===== src/design/kmi_pkg.sv =====
// ----------------------------------------------------------------------------
// kmi_pkg
// Shared types and constants for the k-means iteration block.
// ----------------------------------------------------------------------------
package kmi_pkg;

	localparam int MaxPoints  = 16384;
	localparam int MaxCenters = 64;
	localparam int CoordBits  = 16;

	localparam logic [1:0] REQ_LOAD_POINT  = 2'd0;
	localparam logic [1:0] REQ_LOAD_CENTER = 2'd1;
	localparam logic [1:0] REQ_RUN         = 2'd2;
	localparam logic [1:0] REQ_NONE        = 2'd3;

	localparam logic [0:0] REG_POINT_COUNT  = 1'b0;
	localparam logic [0:0] REG_CENTER_COUNT = 1'b1;

	// Divider request and reply between the sequencer and the divider.
	typedef struct packed {
		logic        go;
		logic [31:0] dividend;
		logic [16:0] divisor;
	} kmi_div_req_t;

	typedef struct packed {
		logic        done;
		logic [31:0] quotient;
	} kmi_div_rsp_t;

endpackage


===== src/design/kmi_div.sv =====
// ----------------------------------------------------------------------------
// kmi_div
// Restoring divider, one quotient bit per cycle.
// ----------------------------------------------------------------------------
module kmi_div (
	input  logic                  clk,
	input  logic                  arst_n,
	input  kmi_pkg::kmi_div_req_t req,
	output kmi_pkg::kmi_div_rsp_t rsp
);
	import kmi_pkg::*;

	logic [31:0] quo_q;
	logic [16:0] rem_q;
	logic [16:0] den_q;
	logic [5:0]  cnt_q;
	logic        busy_q;
	logic        done_q;
	logic [17:0] trial;

	// Shift the next dividend bit into the partial remainder.
	assign trial = {rem_q, quo_q[31]};

	always_ff @(posedge clk or negedge arst_n) begin
		if (!arst_n) begin
			busy_q <= 1'b0;
			done_q <= 1'b0;
			cnt_q  <= '0;
		end else begin
			done_q <= 1'b0;
			if (req.go) begin
				busy_q <= 1'b1;
				cnt_q  <= '0;
			end else if (busy_q) begin
				cnt_q <= cnt_q + 6'd1;
				if (cnt_q == 6'd31) begin
					busy_q <= 1'b0;
					done_q <= 1'b1;
				end
			end
		end
	end

	// Datapath: one restoring step per cycle.
	always_ff @(posedge clk) begin
		if (req.go) begin
			quo_q <= req.dividend;
			rem_q <= '0;
			den_q <= req.divisor;
		end else if (busy_q) begin
			if (trial >= {1'b0, den_q}) begin
				rem_q <= 17'(trial - {1'b0, den_q});
				quo_q <= {quo_q[30:0], 1'b1};
			end else begin
				rem_q <= trial[16:0];
				quo_q <= {quo_q[30:0], 1'b0};
			end
		end
	end

	assign rsp.done     = done_q;
	assign rsp.quotient = quo_q;

endmodule


===== config.mk =====
export PLATFORM = sky130hd
export DESIGN_NAME = kmi_div
export DESIGN_NICKNAME = d
export VERILOG_FILES = /design/src/design/kmi_pkg.sv /design/src/design/kmi_div.sv
export SDC_FILE = /design/constraint.sdc
export NUM_CORES = 1
export LEC_CHECK = 0
export BUFFER_PORTS_ARGS = -buffer_cell sky130_fd_sc_hd__buf_4
export CORE_AREA = 2 2 89 91
export CTS_CLUSTER_SIZE = 20
export DETAILED_ROUTE_END_ITERATION = 16
export DIE_AREA = 0 0 91 93
export HOLD_SLACK_MARGIN = 0.02
export PLACE_DENSITY = 0.88
export SLEW_MARGIN = 20
export SYNTH_ARGS = -nofsm -noshare
export SYNTH_HDL_FRONTEND = slang
export SYNTH_SLANG_ARGS = --single-unit

===== constraint.sdc =====
create_clock -name clk -period 3.9 [get_ports clk]
set_clock_uncertainty 0.2 [all_clocks]
set_input_delay 0.585 -clock clk [delete_from_list [all_inputs] [get_ports clk]]
set_output_delay 0.585 -clock clk [all_outputs]
set_load 0.05 [all_outputs]

== Yosys cells after proc, flatten, opt, wreduce, memory -nomap -nowiden ==
Cells that the tools add are included.
Operators by class
  add/subtract/negate cells: 2
  multipliers: 0
  div/mod/pow operators: 0
  $lt $le $gt $ge: 1
  equality and inequality tests: 1
  shifts and indexed selects: 0
  muxes and demuxes: 12
  bitwise gates (word level): 0
  reduce and logical (&&, ||, !) cells: 1
Operator list (count)
  two-way mux 32 bit: 2
  >= comparator 18 x 17 -> 1 bit: 1
  two-way mux 17 bit: 1
  subtractor 17 bit: 1
  two-way mux 6 bit: 2
  two-way mux 1 bit: 7
  adder 6 x 1 -> 6 bit, second input constant: 1
  equality test 6 x 5 -> 1 bit, second input constant: 1
  nonzero test 2 bit: 1
Word-level totals
  register bits: 74
  latch bits: 0
  memory bits (writable): 0
  bits in read-only memories: 0
  input port bits: 52
  output and inout bits: 33
  logic and storage cells: 23
  memories: 0

== Logic depth before layout (Yosys ltp) ==
Gate-level depths: netlist of the first run.
  depth in word-level cells: 4
  mapped depth: 12
  depth with buffers taken out: 10

== Worst setup path before layout of the first run ==
OpenSTA, ideal clock, no wires.
  path type: flip-flop to flip-flop
  from: reg quo_q[31]
  to: reg quo_q[0] (data pin)
  library setup time: 0.260 ns
  arrival: 2.739 ns
  data required time: 3.440 ns
  setup slack: 0.702 ns
  stages on the path, launching flop included: 11
  clock period less this slack: 3.198 ns
  cells stage by stage: edfxtp_1 -> inv_1 -> ha_1 -> inv_1 -> fa_1 -> a211oi_1 -> o21ai_1 -> a22oi_1 -> nand3b_1 -> buf_4 -> mux2_2
Between the ends
  word-level cells in the longest chain between the ends: 4
RTL lines
  start: declaration: line kmi_div.sv:13  | logic [31:0] quo_q;
  start signal: assignment: line kmi_div.sv:47  | quo_q <= req.dividend;
  start signal: assignment: line kmi_div.sv:53  | quo_q <= {quo_q[30:0], 1'b1};
  start signal: assignment: line kmi_div.sv:56  | quo_q <= {quo_q[30:0], 1'b0};
  >= comparator 18 x 17 -> 1 bit: line kmi_div.sv:51  | if (trial >= {1'b0, den_q}) begin
  two-way mux 1 bit: line kmi_div.sv:51
  two-way mux 32 bit: line kmi_div.sv:50  | end else if (busy_q) begin
  two-way mux 32 bit: line kmi_div.sv:46  | if (req.go) begin
Every way passes these cells. The select of a mux whose other input is x is not followed.
A chain may end at the register's enable or synchronous reset.

== Worst setup path in the final report of the first run ==
  from: reg quo_q[31]
  to: reg rem_q[16]
Between the ends
  word-level cells in the longest chain between the ends: 2
  elaborated cells on any way between the ends: 3
  classes of those cells: add/sub (1); order compare (1); mux (1)
RTL lines
  subtractor 17 bit or >= comparator 18 x 17 -> 1 bit (tied branches): line kmi_div.sv:52, kmi_div.sv:51
  two-way mux 17 bit *: line kmi_div.sv:51
  end signal: assignment: line kmi_div.sv:52  | rem_q <= 17'(trial - {1'b0, den_q});
  end signal: assignment: line kmi_div.sv:55  | rem_q <= trial[16:0];
  end: declaration: line kmi_div.sv:14  | logic [16:0] rem_q;
Mark *: on every way between the ends. The rest lies on a longest branch, timed or not.

==> metrics, run 1 <==
Overall Global Routing Usage a little over a fifth; post-CTS repair timing setup buffer count 0; Cell variety after synth 56; Initial DRT Pass Iterations 4; yosys warns 0; post-route insts no fill 542; Post-synth EDFFs ~50; max_cap viols 0; maximum level of the CTS H-tree 3; Reg clk slew, reported paths 0.08 ns; Leak 2.07 nW; Fin Hold WS 0.206 ns; routability cong. 0.920; routed vias/inst 5.67; CTS sink count 74; Worst Path Arrival 3.49 ns; PD cells 588 nW/um^2; dominant synthesized flop cell edfxtp_1; synth-to-layout area growth 22.9%; Worst VDD drop 0.375 mV; placed inst area roughly 4700 um^2; run status completed; Avg Inst Size Synth 11.2 um^2; DR iter-0 viols 199; Seq/Total Area, Yosys about half; min Tclk post-route 3.43 ns; syn_nets 425; CP Launch Type flip-flop; IO buf count 84; R2R Setup Slk between 0.4 and 0.5 ns; Die Wd 91 um; max-slew violations 0; die height 93 um; I/O pin total 85; number of global-route vias before repair 3,036; end of the worst register-to-register path rem_q[16]; grt ovf 0; Root Driver clkbuf_8; WL final around 8500 um; Worst Path Max Fanout 11; Crit path required time 3.95 ns; clock tree buffer depth 2; WL/cell 15.6 um; Setup TNS 0 ns; final hold violations 0; row count 32; worst slew pin tran 0.566 ns; # diodes 0; share of post-route cells with drive strength above 1 between 30% and 40%; worst hold path class in2reg; R2R depth 11; r2r startpoint quo_q[31]; initial antenna violation count 0; drt drc 0; Worst-Skew Late Latency 0.35 ns; Min-Delay Endpoint den_q[16]; Rel. slew slack 62.0%; first-pass GRT wire length between 10,000 and 15,000 um; RSZ-0062 raised after global routing no; final instance area 4890 um^2; core area 7530 um^2; # setup viols final 0; Worst Path Class, Setup reg2reg; Final period util 88.1%; worst hold stages 1; placed instance count 525; asr flop ratio synth a little over a tenth; Routed Antenna Nets 0; largest net degree at the start of global routing between 50 and 60; HP Start req[16]; Worst Setup End Kind flip-flop; Die Area around 8500 um^2; number of CTS-inserted buffers 9; Starting Density about 53%; dpl hpwl 6040 um; Mapped Cells 354; #FFs+latches synth 74; DR vias 3,073; synthesized cell area 3980 um^2; Final Net Count 506; CTS tree done; Max Fclk 0.291 GHz
[Yosys cell counts (7+ instances only)]
cell type | count | share of area [%]
edfxtp_1 | 49 | 37
mux2_2 | 32 | 9.1
nand2_1 | 28 | 2.6
nor2_1 | 25 | 2.4
inv_1 | 22 | 2.1
ha_1 | 18 | 5.7
dfxtp_1 | 17 | 8.6
a21oi_1 | 12 | 1.5
a311oi_1 | 11 | 2.4
clkbuf_1 | 10 | 0.94
dfrtp_1 | 8 | 5.0
o21ai_0 | 8 | 1.0
xor2_1 | 8 | 1.8
a21o_1 | 7 | 1.3
nand3_1 | 7 | 0.88
[power breakdown]
part           total (mW)  internal (mW)  switching [mW]
Clock               0.611          0.314           0.297
Combinational        1.20          0.477           0.724
Sequential           1.06          0.974          0.0892
Total                2.87           1.76            1.11
[kinds of logic after synthesis]
kind of cell               Yosys count  synth area share, %
AOI/OAI and AO/OA                   78                 14.3
xor gates and xnor gates            13                 2.86
adders and majority gates           19                 6.17
buffers and inverters               42                 4.56
DFF                                 74                 50.6
muxes                               34                 9.56
and+or+nand+nor                     94                 11.9
[final cells by class]
class,instances,area (um^2)
repair buffers,90,678
flip-flops and latches,74,2010
fillers,597,2640
clock inverters,6,65.1
clock buffers,10,138
multi-input cells,238,1780
well taps,102,128
inverters,22,82.6
[worst max-delay path: stages (launching register included)]
cell	delay (ns)
edfxtp_1	0.39
inv_1	0.10
ha_1	0.18
inv_1	0.06
fa_1	0.42
a211oi_1	0.36
o21ai_1	0.29
a22oi_1	0.28
and3b_1	0.44
buf_4	0.26
nand2_1	0.07
a311oi_1	0.29
[per-stage QoR]
step	util, %	power (mW)	worst slack (ns)
global route	64.9	3.05	0.248
detailed placement	62.1	2.25	0.469
finish	64.9	2.87	0.466
floorplan	-	1.97	0.702
global placement	62.1	2.21	0.732
CTS	64.9	2.87	0.487
[cells in the final DEF, fill, tap and decap left out, drive strengths merged, types with 4 or more instances in the layout]
cell type,count
a31oi,5
a211oi,6
o21ai,9
ha,18
nand4,5
xor2,8
a21o,7
dfxtp,17
nand3,8
a311oi,11
a21oi,12
nor2,25
edfxtp,49
clkbuf,10
nand2,28
mux2,32
xnor2,5
dfrtp,8
buf,89
inv,23
nor4,4
[metal layers]
layer  vias up  routed length (um)  track usage [%]
li1       1487                   -                -
met4         0                 219             9.34
met1      1480                3590             26.4
met2        84                4280             36.0
met5         -                   0                0
met3        22                 381             4.83
[how the worst max path moves through the flow]
| stage | from | to | slack, ns | cells past startpoint |
|---|---|---|---|---|
| floorplan | quo_q[31] | quo_q[0] | 0.70 | 10 |
| global route | quo_q[31] | rem_q[16] | 0.25 | 11 |
| finish | quo_q[31] | rem_q[16] | 0.47 | 11 |
| global placement | quo_q[31] | rem_q[12] | 0.73 | 11 |
| CTS | quo_q[31] | rem_q[16] | 0.49 | 11 |
| detailed placement | quo_q[31] | rem_q[16] | 0.47 | 11 |
[repair_timing]
item                                   in CTS  in global routing
resized for setup                           0                  0
endpoints found under the hold margin       8                  0
hold buffers                                1                  0
setup endpoints to repair                   0                  0
[sequential cells by signal (all words and copies together) (netlist names)]
signal and cells:
cnt_q 6, rem_q 17, den_q 17, busy_q 1, done_q 1, quo_q 32
(Power assumes the default switching activity.)
==> inputs of run 2 (changes only) <==
Settings changed: BUFFER_PORTS_ARGS -buffer_cell sky130_fd_sc_hd__buf_4 to -buffer_cell sky130_fd_sc_hd__buf_2.
==> run 2 against run 1 <==
Effect of this change: critical path depth down 1; sequential power about the same; via count up 1.7%; clock-buffer cell count down 1; final cell count unchanged; hold slack better by 0.0026 ns; total power down 1.0%; sequential cell count unchanged; critical endpoint is now rem_q[0]; setup slack better by 0.034 ns; utilization down 2.6 points; first-iteration DRC count up 34%.
==> metrics, run 2 (synthesis results as in run 1) <==
CP Launch Type flip-flop; core area 7530 um^2 (unchanged); synth-to-layout area growth 18.0%; Setup crit start quo_q[31]; Rel. slew slack 54.2% (-7.8 points); routed vias/inst 5.76 (+1.7%); end of the worst register-to-register path rem_q[0]; commonest non-fill, non-tap cell in the layout buf_2; number of global-route vias before repair 2,997 (-1.3%); Regs by FF count quo_q (32), den_q (17), rem_q (17); clock tree buffer depth 2 (unchanged); post-CTS repair timing setup buffer count 0 (unchanged); most frequent CP cell inv_1; maximum level of the CTS H-tree 3 (unchanged); Top reg by flops quo_q; Setup TNS 0 ns (unchanged); RSZ-0062 raised after global routing no; worst slew pin tran 0.687 ns (+0.120 ns); Initial DRT Pass Iterations 5 (+1); die height 93 um (unchanged); Worst-Skew Late Latency 0.35 ns (about the same); Hold-fix buffers, CTS 1 (unchanged); Starting Density 52.8% (unchanged); Overall Global Routing Usage 20.2% (-1.2 points); Die Area 8460 um^2 (unchanged); routability cong. 0.907 (-1.4%); Worst Path Arrival 3.45 ns (-0.04 ns); DR iter-0 viols 266 (+34%); Root Driver clkbuf_8; Final period util 87.2% (-0.87 points); I/O pin total 85 (unchanged); Worst Path Max Fanout 14 (+3); Worst VDD drop 0.334 mV (-11%); Routed Antenna Nets 0 (unchanged); first-pass GRT wire length 13,700 um (-4.0%); initial antenna violation count 0 (unchanged); number of flip-flops in the largest register 32 (unchanged); max-slew violations 0 (unchanged); min Tclk post-route 3.40 ns (-0.0339 ns); # diodes 0 (unchanged); # setup viols final 0 (unchanged); max_cap viols 0 (unchanged); largest stage delay on the critical path 0.46 ns (+0.02 ns); crit path cell chain inv_1 -> ha_1 -> inv_1 -> fa_1 -> a211oi_1 -> o21ai_1 -> a22oi_1 -> nand3b_1 -> and3_1 -> a311oi_1; Final Net Count 506 (unchanged); DR vias 3,124 (+1.7%); crit path to rem_q[0]; worst hold path class in2reg; row count 32 (unchanged); placed inst area 4480 um^2 (-4.2%); grt ovf 0 (unchanged); Max Fclk 0.294 GHz (+1.0%); final instance area 4690 um^2 (-3.9%); CTS tree done; R2R Setup Slk 0.50 ns (+0.03 ns); run status completed; share of post-route cells with drive strength above 1 31.6% (unchanged); PD cells 606 nW/um^2 (+3.0%); CTS resizes 0 (unchanged); IO buf count 84 (unchanged); Worst Setup End Kind flip-flop; CTS sink count 74 (unchanged); final hold violations 0 (unchanged); largest net degree at the start of global routing 50 (-2.0%); commonest cells after routing, fill and taps aside 84 x buf_2, 49 x edfxtp_1, 32 x mux2_2, 28 x nand2_1, 25 x nor2_1; Crit path required time 3.95 ns (about the same); WL/cell 15.2 um (-2.4%); WL final 8270 um (-2.4%); Die Wd 91 um (unchanged); Leak 2.01 nW (-3.3%); drt drc 0 (unchanged); Crit-path slowest cell nand3b_1; number of CTS-inserted buffers 9 (unchanged); Reg clk slew, reported paths 0.09 ns (about the same); dpl hpwl 5870 um (-2.9%); total power 2.85 mW (-1.0%); R2R depth 10 (-1); r2r startpoint quo_q[31]; Worst Path Class, Setup reg2reg
==> run 2: where the power goes <==
group	switching (mW)	total, mW	internal, mW
registers	0.0841	1.06	0.974
clock network	0.322	0.630	0.308
logic	0.718	1.16	0.440
total	1.12	2.85	1.72
==> run 2: cell type report <==
class,instances,area [um^2]
clock buffers,9,124
clock inverters,7,83.8
fillers,604,2830
inverters,22,82.6
multi-input cells,238,1780
flip-flops and latches,74,2010
well taps,102,128
repair buffers,90,480
==> run 2: worst min path at each step <==
stage          startpoint        end  slack [ns]  depth (start not counted)
2_1_floorplan      arst_n     busy_q        0.09                          0
3_3_place_gp       arst_n   cnt_q[3]        0.23                          1
4_1_cts           req[13]  den_q[13]        0.20                          1
6_report          req[16]  den_q[16]        0.21                          1
5_1_grt           req[14]  den_q[14]        0.20                          1
3_5_place_dp       arst_n   cnt_q[3]        0.24                          1
==> run 2: worst max-delay path: cells and delay by family, from the launching register on <==
| kind | cells | cell delay (ns) |
|---|---|---|
| buffers and inverters | 2 | 0.15 |
| adder cells (fa/ha/maj) | 2 | 0.58 |
| flip-flops | 1 | 0.38 |
| AO/OA/AOI/OAI | 4 | 1.15 |
| AND/OR/NAND/NOR | 2 | 0.85 |
==> run 2: per-layer routing <==
metal	vias up	track usage, %	part of all wire [%]
met4	0	7.58	1.9
met5	-	0	0
li1	1490	-	-
met2	119	35.4	52
met3	17	4.03	5.2
met1	1498	24.7	41
==> run 2: through the flow <==
stage                     cells  utilization, %  setup WS, ns  hold WS (ns)
after floorplan             354               -         0.702        0.0894
after global placement      525            59.5         0.623         0.234
after detailed placement    525            59.5         0.579         0.237
after CTS                   542            62.4         0.539         0.199
after global routing        542            62.4         0.190         0.197
final                       542            62.4         0.500         0.209
==> inputs of run 3 (changes only) <==
Settings changed: MAX_ROUTING_LAYER from default to met4.
==> run 3 against run 2 <==
Effect of this change: first-iteration DRC count rose by 5.3%; total power rose by 0.74%; wire length rose by 3.9%; critical path depth did not move; sequential cell count did not move; final cell count rose by 0.18%; maximum frequency fell by 3.5%; sequential share of layout area barely moved; combinational power barely moved; sequential power barely moved.
==> metrics, run 3 (synthesis results as in run 1) <==
max-slew violations 0 (unchanged); Worst Setup End Kind flip-flop; DR iter-0 viols 280 (+5.3%); DR vias 3,097 (-0.86%); Final period util 90.4% (+3.2 points); routability cong. 0.919 (+1.3%); Final Net Count 507 (+0.20%); clock tree buffer depth 2 (unchanged); Hold-fix buffers, CTS 1 (unchanged); Top reg by flops quo_q; Leak 2.01 nW (about the same); run status completed; worst hold path class in2reg; die height 93 um (unchanged); drt drc 0 (unchanged); number of global-route vias before repair 3,107 (+3.7%); Worst Path Class, Setup reg2reg; Overall Global Routing Usage 22.1% (+1.9 points); placed instance count 526 (+0.19%); worst slew pin tran 0.637 ns (-0.0500 ns); maximum level of the CTS H-tree 3 (unchanged); Rel. slew slack 57.4% (+3.2 points); dpl hpwl 6040 um (+3.0%); post-route insts no fill 543 (+0.18%); IO buf count 84 (unchanged); row count 32 (unchanged); Worst-Skew Late Latency 0.36 ns (about the same); number of CTS-inserted buffers 9 (unchanged); initial antenna violation count 0 (unchanged); Setup TNS 0 ns (unchanged); I/O pin total 85 (unchanged); max_cap viols 0 (unchanged); number of flip-flops in the largest register 32 (unchanged); Reg clk slew, reported paths 0.08 ns (about the same); Routed Antenna Nets 0 (unchanged); PD cells 611 nW/um^2 (+0.79%); CTS tree done; Starting Density 52.8% (unchanged); crit path cell chain inv_1 -> ha_1 -> inv_1 -> fa_1 -> a211oi_1 -> o21ai_1 -> a22oi_1 -> nand3b_1 -> and3_1 -> a311oi_1; total power 2.87 mW (+0.74%); post-CTS repair timing setup buffer count 0 (unchanged); Initial DRT Pass Iterations 5 (unchanged); RSZ-0062 raised after global routing no; fillers 623 (+3.1%); min Tclk post-route 3.52 ns (+0.124 ns); Worst Path Max Fanout 14 (unchanged); # setup viols final 0 (unchanged); Worst VDD drop 0.276 mV (-17%); Max Fclk 0.284 GHz (-3.5%); Crit path required time 3.97 ns (+0.02 ns); synth-to-layout area growth 18.0% (about the same); Crit-path slowest cell nand3b_1; # diodes 0 (unchanged); Regs by FF count quo_q (32), den_q (17), rem_q (17); CTS resizes 0 (unchanged); grt ovf 0 (unchanged); commonest non-fill, non-tap cell in the layout buf_2; Die Area 8460 um^2 (unchanged); Worst Path Arrival 3.60 ns (+0.15 ns); largest stage delay on the critical path 0.49 ns (+0.03 ns); most frequent CP cell inv_1; Root Driver clkbuf_8; share of post-route cells with drive strength above 1 31.7% (+0.16 points); Die Wd 91 um (unchanged); CTS sink count 74 (unchanged); final hold violations 0 (unchanged); CP Launch Type flip-flop; routed vias/inst 5.70 (-1.0%); WL/cell 15.8 um (+3.7%); first-pass GRT wire length 14,400 um (+5.1%); core area 7530 um^2 (unchanged); commonest cells after routing, fill and taps aside 84 x buf_2, 49 x edfxtp_1, 32 x mux2_2, 28 x nand2_1, 25 x nor2_1; final core utilization 62.3% (about the same); largest net degree at the start of global routing 41 (-18%); WL final 8590 um (+3.9%)
[run 3: cell types whose count changed in the layout (fill, tap and decap cells not counted), sizes merged]
| cell | before | now |
|---|---|---|
| clkbuf | 9 | 10 |
| buf | 89 | 90 |
| inv | 26 | 25 |
[run 3: power by group]
part | switching [mW] | internal [mW] | total [mW]
sequential | 0.0876 | 0.974 | 1.06
clock | 0.311 | 0.321 | 0.632
combinational | 0.733 | 0.440 | 1.17
total | 1.13 | 1.73 | 2.87
[run 3: worst max-delay path, delay by kind of cell (launching register included)]
kind | cells | cell delay [ns]
flops | 1 | 0.38
buf+inv | 2 | 0.15
simple gates | 2 | 0.89
fa+ha+maj | 2 | 0.59
compound gates | 4 | 1.22
[run 3: final cells by class]
| cell class | count | area (um^2) | share of cell area (%) |
|---|---|---|---|
| multi-input cells | 238 | 1780 | 38.0 |
| well taps | 102 | 128 | 2.72 |
| clock inverters | 6 | 72.6 | 1.55 |
| flip-flops and latches | 74 | 2010 | 42.9 |
| repair buffers | 91 | 475 | 10.1 |
| clock buffers | 10 | 138 | 2.93 |
| inverters | 22 | 82.6 | 1.76 |
[run 3: path summary, 6_finish.rpt]
path	start	endpoint	slack, ns	cells past startpoint
worst max register to register	quo_q[31]	rem_q[0]	0.38	10
worst min register to register	rem_q[12]	rem_q[12]	0.31	2
worst max-delay path	quo_q[31]	rem_q[0]	0.38	10
worst min-delay path	req[3]	den_q[3]	0.20	1
min in group asynchronous	arst_n	cnt_q[0]	0.38	2
max in group asynchronous	arst_n	cnt_q[5]	2.95	2
[run 3: metal layers]
layer / track usage (%) / up-vias / wire (um)
met1: 26.3 / 1466 / 3510
met5: - / - / 0
met3: 5.64 / 27 / 442
met2: 35.9 / 111 / 4370
li1: - / 1493 / -
met4: 9.47 / 0 / 268
[run 3: stage by stage]
step / area, um^2 / worst slack [ns] / hold slack [ns]
global route: 4690 / 0.134 / 0.183
CTS: 4690 / 0.466 / 0.178
detailed placement: 4470 / 0.467 / 0.243
finish: 4690 / 0.375 / 0.195
floorplan: 3980 / 0.702 / 0.0894
global placement: 4470 / 0.620 / 0.235
